`config.mk`:
```
export PLATFORM = sky130hd
export DESIGN_NAME = ktrsq_ctrl
export DESIGN_NICKNAME = d
export VERILOG_FILES = /design/src/rtl/core/ktrsq_pkg.sv /design/src/rtl/core/ktrsq_ctrl.sv
export SDC_FILE = /design/constraint.sdc
export NUM_CORES = 1
export LEC_CHECK = 0
export BUFFER_PORTS_ARGS = -buffer_cell sky130_fd_sc_hd__clkbuf_2
export CAP_MARGIN = 25
export CORE_AREA = 3 3 40 42
export DETAILED_ROUTE_END_ITERATION = 6
export DIE_AREA = 0 0 43 45
export PLACE_DENSITY = 0.3
export SYNTH_ARGS = -nofsm -noshare
export SYNTH_HDL_FRONTEND = slang
export SYNTH_SLANG_ARGS = --single-unit
```
`constraint.sdc`:
```
create_clock -name clk -period 1.6 [get_ports clk]
set_clock_uncertainty 0.2 [all_clocks]
set_input_delay 0.08 -clock clk [delete_from_list [all_inputs] [get_ports clk]]
set_output_delay 0.08 -clock clk [all_outputs]
set_load 0.02 [all_outputs]
```
`src/rtl/core/ktrsq_pkg.sv`:
```
// ----------------------------------------------------------------------------
// ktrsq_pkg: shared types and constants of the k-ary range sum query block
// Item and result structs, controller codes, tree geometry helpers.
// ----------------------------------------------------------------------------
package ktrsq_pkg;

	// tree geometry
	localparam int BRANCH     = 4;
	localparam int MAX_LEAVES = 1024;
	localparam int MAX_LEVELS = 6;

	// field widths
	localparam int LEAF_W  = 11;
	localparam int LVL_W   = 3;
	localparam int IDX_W   = 10;
	localparam int REAL_W  = 24;
	localparam int NOISE_W = 24;
	localparam int SUM_W   = 32;
	localparam int CELL_W  = REAL_W + NOISE_W;

	// configuration port
	localparam int CFG_IDX_W  = 2;
	localparam int CFG_DATA_W = LEAF_W;
	localparam logic [CFG_IDX_W-1:0] CFG_LEAF_COUNT  = CFG_IDX_W'(0);
	localparam logic [CFG_IDX_W-1:0] CFG_LEVEL_COUNT = CFG_IDX_W'(1);
	localparam logic [LEAF_W-1:0]    LEAF_RESET      = LEAF_W'(MAX_LEAVES);
	localparam logic [LVL_W-1:0]     LEVEL_RESET     = LVL_W'(MAX_LEVELS);

	// item kinds
	localparam logic KIND_WRITE = 1'b0;
	localparam logic KIND_QUERY = 1'b1;

	// accumulator width: every node of the range at most once
	localparam int ACC_W = REAL_W + $clog2(MAX_LEAVES) + 1;

	localparam logic [IDX_W-1:0] BRANCH_IDX  = IDX_W'(BRANCH);
	localparam logic [IDX_W-1:0] BRANCH_LAST = IDX_W'(BRANCH - 1);

	// largest node count of a level, for storage layout
	function automatic int max_nodes(input int lvl);
		int n;
		n = MAX_LEAVES;
		for (int j = 0; j < lvl; j++) begin
			n = (n + BRANCH - 1) / BRANCH;
		end
		return n;
	endfunction

	function automatic int store_depth();
		int d;
		d = 0;
		for (int j = 0; j < MAX_LEVELS; j++) begin
			d = d + max_nodes(j);
		end
		return d;
	endfunction

	localparam int STORE_DEPTH = store_depth();
	localparam int ADDR_W      = $clog2(STORE_DEPTH);

	// first store entry of a level
	function automatic logic [ADDR_W-1:0] base_of(input logic [LVL_W-1:0] lvl);
		logic [ADDR_W-1:0] b;
		b = '0;
		for (int j = 0; j < MAX_LEVELS; j++) begin
			if (LVL_W'(j) < lvl) begin
				b = b + ADDR_W'(max_nodes(j));
			end
		end
		return b;
	endfunction

	// node count of a level for the leaf count in use
	function automatic logic [LEAF_W-1:0] nodes_at(input logic [LEAF_W-1:0] leaves,
			input logic [LVL_W-1:0] lvl);
		logic [LEAF_W-1:0] n;
		n = leaves;
		for (int j = 0; j < MAX_LEVELS - 1; j++) begin
			if (LVL_W'(j) < lvl) begin
				n = (n + LEAF_W'(BRANCH - 1)) / LEAF_W'(BRANCH);
			end
		end
		return n;
	endfunction

	typedef struct packed {
		logic                      kind;
		logic [LVL_W-1:0]          node_level;
		logic [IDX_W-1:0]          node_index;
		logic [REAL_W-1:0]         node_real;
		logic signed [NOISE_W-1:0] node_noise;
		logic [IDX_W-1:0]          range_from;
		logic [IDX_W-1:0]          range_to;
	} item_t;

	typedef struct packed {
		logic [REAL_W-1:0]       real_sum;
		logic signed [SUM_W-1:0] noisy_sum;
		logic                    bad_range;
	} result_t;

	typedef enum logic [2:0] {
		ST_IDLE,
		ST_DECODE,
		ST_WALK,
		ST_DRAIN,
		ST_FINISH
	} state_t;

	typedef enum logic [1:0] {
		ACT_LEFT,
		ACT_RIGHT,
		ACT_CLIMB,
		ACT_LAST
	} act_t;

	// controller to datapath
	typedef struct packed {
		logic load;
		logic decode;
		logic step;
		logic finish;
	} ctl_t;

	// datapath to controller
	typedef struct packed {
		logic is_query;
		logic bad;
		act_t act;
	} sts_t;

endpackage

```
`src/rtl/core/ktrsq_ctrl.sv`:
```
// ----------------------------------------------------------------------------
// ktrsq_ctrl: sequencer of the k-ary range sum query block
// Steps an item through decode, walk and drain (valid queries only), result.
// ----------------------------------------------------------------------------
module ktrsq_ctrl (
	input  logic              clk,
	input  logic              arst_n,
	input  logic              start,
	output logic              busy,
	input  ktrsq_pkg::sts_t   sts,
	output ktrsq_pkg::ctl_t   ctl
);

	ktrsq_pkg::state_t state_q;
	ktrsq_pkg::state_t state_nxt;

	always_ff @(posedge clk or negedge arst_n) begin
		if (!arst_n) begin
			state_q <= ktrsq_pkg::ST_IDLE;
		end else begin
			state_q <= state_nxt;
		end
	end

	always_comb begin
		state_nxt = state_q;
		ctl       = '0;
		unique case (state_q)
			ktrsq_pkg::ST_IDLE: begin
				if (start) begin
					ctl.load  = 1'b1;
					state_nxt = ktrsq_pkg::ST_DECODE;
				end
			end
			ktrsq_pkg::ST_DECODE: begin
				ctl.decode = 1'b1;
				if (sts.is_query && !sts.bad) begin
					state_nxt = ktrsq_pkg::ST_WALK;
				end else begin
					state_nxt = ktrsq_pkg::ST_FINISH;
				end
			end
			ktrsq_pkg::ST_WALK: begin
				ctl.step = 1'b1;
				if (sts.act == ktrsq_pkg::ACT_LAST) begin
					state_nxt = ktrsq_pkg::ST_DRAIN;
				end
			end
			// last read lands in the accumulator
			ktrsq_pkg::ST_DRAIN: begin
				state_nxt = ktrsq_pkg::ST_FINISH;
			end
			ktrsq_pkg::ST_FINISH: begin
				ctl.finish = 1'b1;
				state_nxt  = ktrsq_pkg::ST_IDLE;
			end
			default: begin
				state_nxt = ktrsq_pkg::ST_IDLE;
			end
		endcase
	end

	assign busy = (state_q != ktrsq_pkg::ST_IDLE);

endmodule

```
==> results by group <==
Clocking
  • Num CTS Buffers: 3
  • Clock sink total: 3
  • Later-pin clock latency in the skew report: 0.23 ns
  • CTS Buffer Depth: 2
  • Resize count post-CTS: 0
  • CTS tree: done
  • Worst-path clk slew: roughly 0.030 ns
  • CTS H-tree depth: 1
  • Clock root buffer: clkbuf_4

Synthesis
  • Largest cells by area after synthesis: dfrtp_1 (49%), nor3b_1 (9.8%), nand2b_1 (8.2%)
  • Yosys warns: 0
  • Async SR Flop Fraction: between 90% and 100%
  • Post-synth EDFFs: 0
  • Mapped Avg Cell Area: 10.18 um2
  • Post-synth top area share: about half
  • Post-synth top flop: dfrtp_1
  • Top post-synthesis cells by count: dfrtp_1 (3), nand2b_1 (2), nor3b_1 (2)
  • Post-Syn Instances: 15
  • Register bit count reported by yosys: 3
  • Area leader, netlist: dfrtp_1
  • Top-count cell post-synth: dfrtp_1
  • Netlist cell types: 11
  • Seq/Total Area, Yosys: roughly half
  • Synthesized area: between 150 and 200 um2
  • Post-Syn Nets: 22

Worst setup path
  • Crit Path Max Fanout: 7
  • Delay-heaviest family, CP: flip-flops
  • Arrival time at the worst endpoint: 1.19 ns
  • Critical-path cell list: nand2b_1 -> nor3_1 -> clkbuf_2
  • CP Data Required Time: 1.32 ns
  • Crit end category: output pin
  • Startpoint Class: flip-flop
  • Bufs and invs on worst path: 1
  • CP max stage delay: 0.43 ns
  • CP max stage cell: dfrtp_1
  • Classification of the worst setup path: reg2out

Final layout
  • Largest register FFs: 3
  • Area growth, synth to finish: 111.5%
  • Biggest regs: state_q x3
  • Inserted Diodes: 0
  • Post-layout util: between 20% and 30%
  • Share of layout cells above drive strength 1: a little under two fifths
  • Net count, final: between 40 and 50
  • Biggest register: state_q

Timing
  • Final WS setup: ~0.13 ns
  • Final min period: between 1 and 1.5 ns
  • Hold Fails Final Rpt: 0
  • Slew headroom: 82.22%
  • TNS Setup: 0 ns
  • Min Hold Slack: between 0.3 and 0.4 ns
  • Max Freq: 0.6809 GHz
  • Setup violators final: 0
  • Final period util: about nine tenths
  • RSZ-0062 raised after global routing: no
  • Count of pins over their slew limit: 0
  • Worst-margin pin slew: approximately 0.27 ns

Floorplanning
  • Starting Density: between 10% and 20%
  • Core area: between 1000 and 1500 um2
  • Chip Height: ~45 um
  • # IOs: 12
  • Die X: about 43 um
  • Die Footprint: roughly 1900 um2
  • Row count: 13

Routing
  • WL/cell: between 9 and 10 um
  • Remaining DRCs: 0
  • Total number of vias: about 190
  • Vias per Instance: around 3.6
  • Final ANT Viol Nets: 0
  • Total wire length: approximately 500 um
  • DR pass1 iterations: 2
  • Initial DRC count: 2

Power and ir drop
  • Power Density: around 1800 nW/um2
  • Leakage: around 0.00016 uW
  • Worst vdd ir: 0.0004279 V

Outcome
  • Outcome: complete, no violations

Placement
  • Port Buffers: 11
  • Final Wtd Congestion: between 0.6 and 0.7
  • Pre-CTS setup slack: 0.3110 ns

Global route
  • Global-route wire length before repair: between 800 and 900 um
  • Initial antenna violation count: 0
  • Pin count of the biggest net entering global routing: 8
  • Total grt overflow: 0
  • Vias in the first global route: a little over 200
  • Total Routing Usage GR: between 6 and 7%

Job
  • Max_cap viols: 0

Worst hold path
  • Worst Hold Class: reg2reg
[layout by cell type, fill, tap and decap left out, types with 2 or more instances in the layout]
cell	count
nor3b_1	2
clkbuf_4	3
dlygate4sd3_1	7
clkbuf_2	11
dfrtp_1	3
nand2b_1	2
[worst paths after layout]
path | cells past startpoint | start | slack (ns) | endpoint
max reg2reg | 2 | state_q[1] | 0.31 | state_q[2]
min reg2reg | 1 | state_q[2] | 0.33 | state_q[0]
min in group asynchronous | 3 | arst_n | 0.53 | state_q[0]
min | 1 | state_q[2] | 0.33 | state_q[0]
max | 3 | state_q[1] | 0.13 | ctl[3]
max in group asynchronous | 3 | arst_n | 0.52 | state_q[2]
[metal layers]
layer	part of all wire [%]	global-route usage [%]	wire length, um
met5	0	0	0
met1	44	7.264	223
met2	45	9.581	228
met4	1.6	9.036	8
met3	9.1	1.594	46
[worst register-to-register path, delay by kind of cell, from the launching register on]
kind | cells | cell delay, ns
AND/OR/NAND/NOR | 2 | 0.55
flip-flops | 1 | 0.43
[timing repair]
item / CTS / global route
hold buffers: 7 / 0
endpoints found under the hold margin: 5 / 0
setup buffers: 0 / 0
[cells by family (layout without fill, tap and decap cells)]
kind of cell | after synthesis | in the layout | share of synthesized area (%)
flip-flops | 3 | 3 | 49.18
AND/OR/NAND/NOR | 10 | 10 | 40.98
buffers and inverters | 0 | 22 | 0
AO/OA/AOI/OAI | 2 | 2 | 9.840
[final cells by class]
type                            instances  area [um2]
Clock buffer                            4       26.28
Fill cell                             147       962.2
Multi-Input combinational cell         12       77.57
Sequential cell                         3       75.07
Tap cell                               15       18.77
Timing Repair Buffer                   18       125.1
[power by group]
part	switching, uW	total, uW	internal (uW)
clock	33.8	127	93.1
combinational	168	286	118
sequential	51.4	163	112
total	253	576	322
[through the flow]
stage	total power, uW	instances	instance area, um2
2_1_floorplan	335.9	15	152.6
3_3_place_gp	436.2	41	226.5
3_5_place_dp	438.3	41	226.5
4_1_cts	586.3	52	322.8
5_1_grt	631.3	52	322.8
6_report	575.8	52	322.8
(Power assumes the default switching activity.)
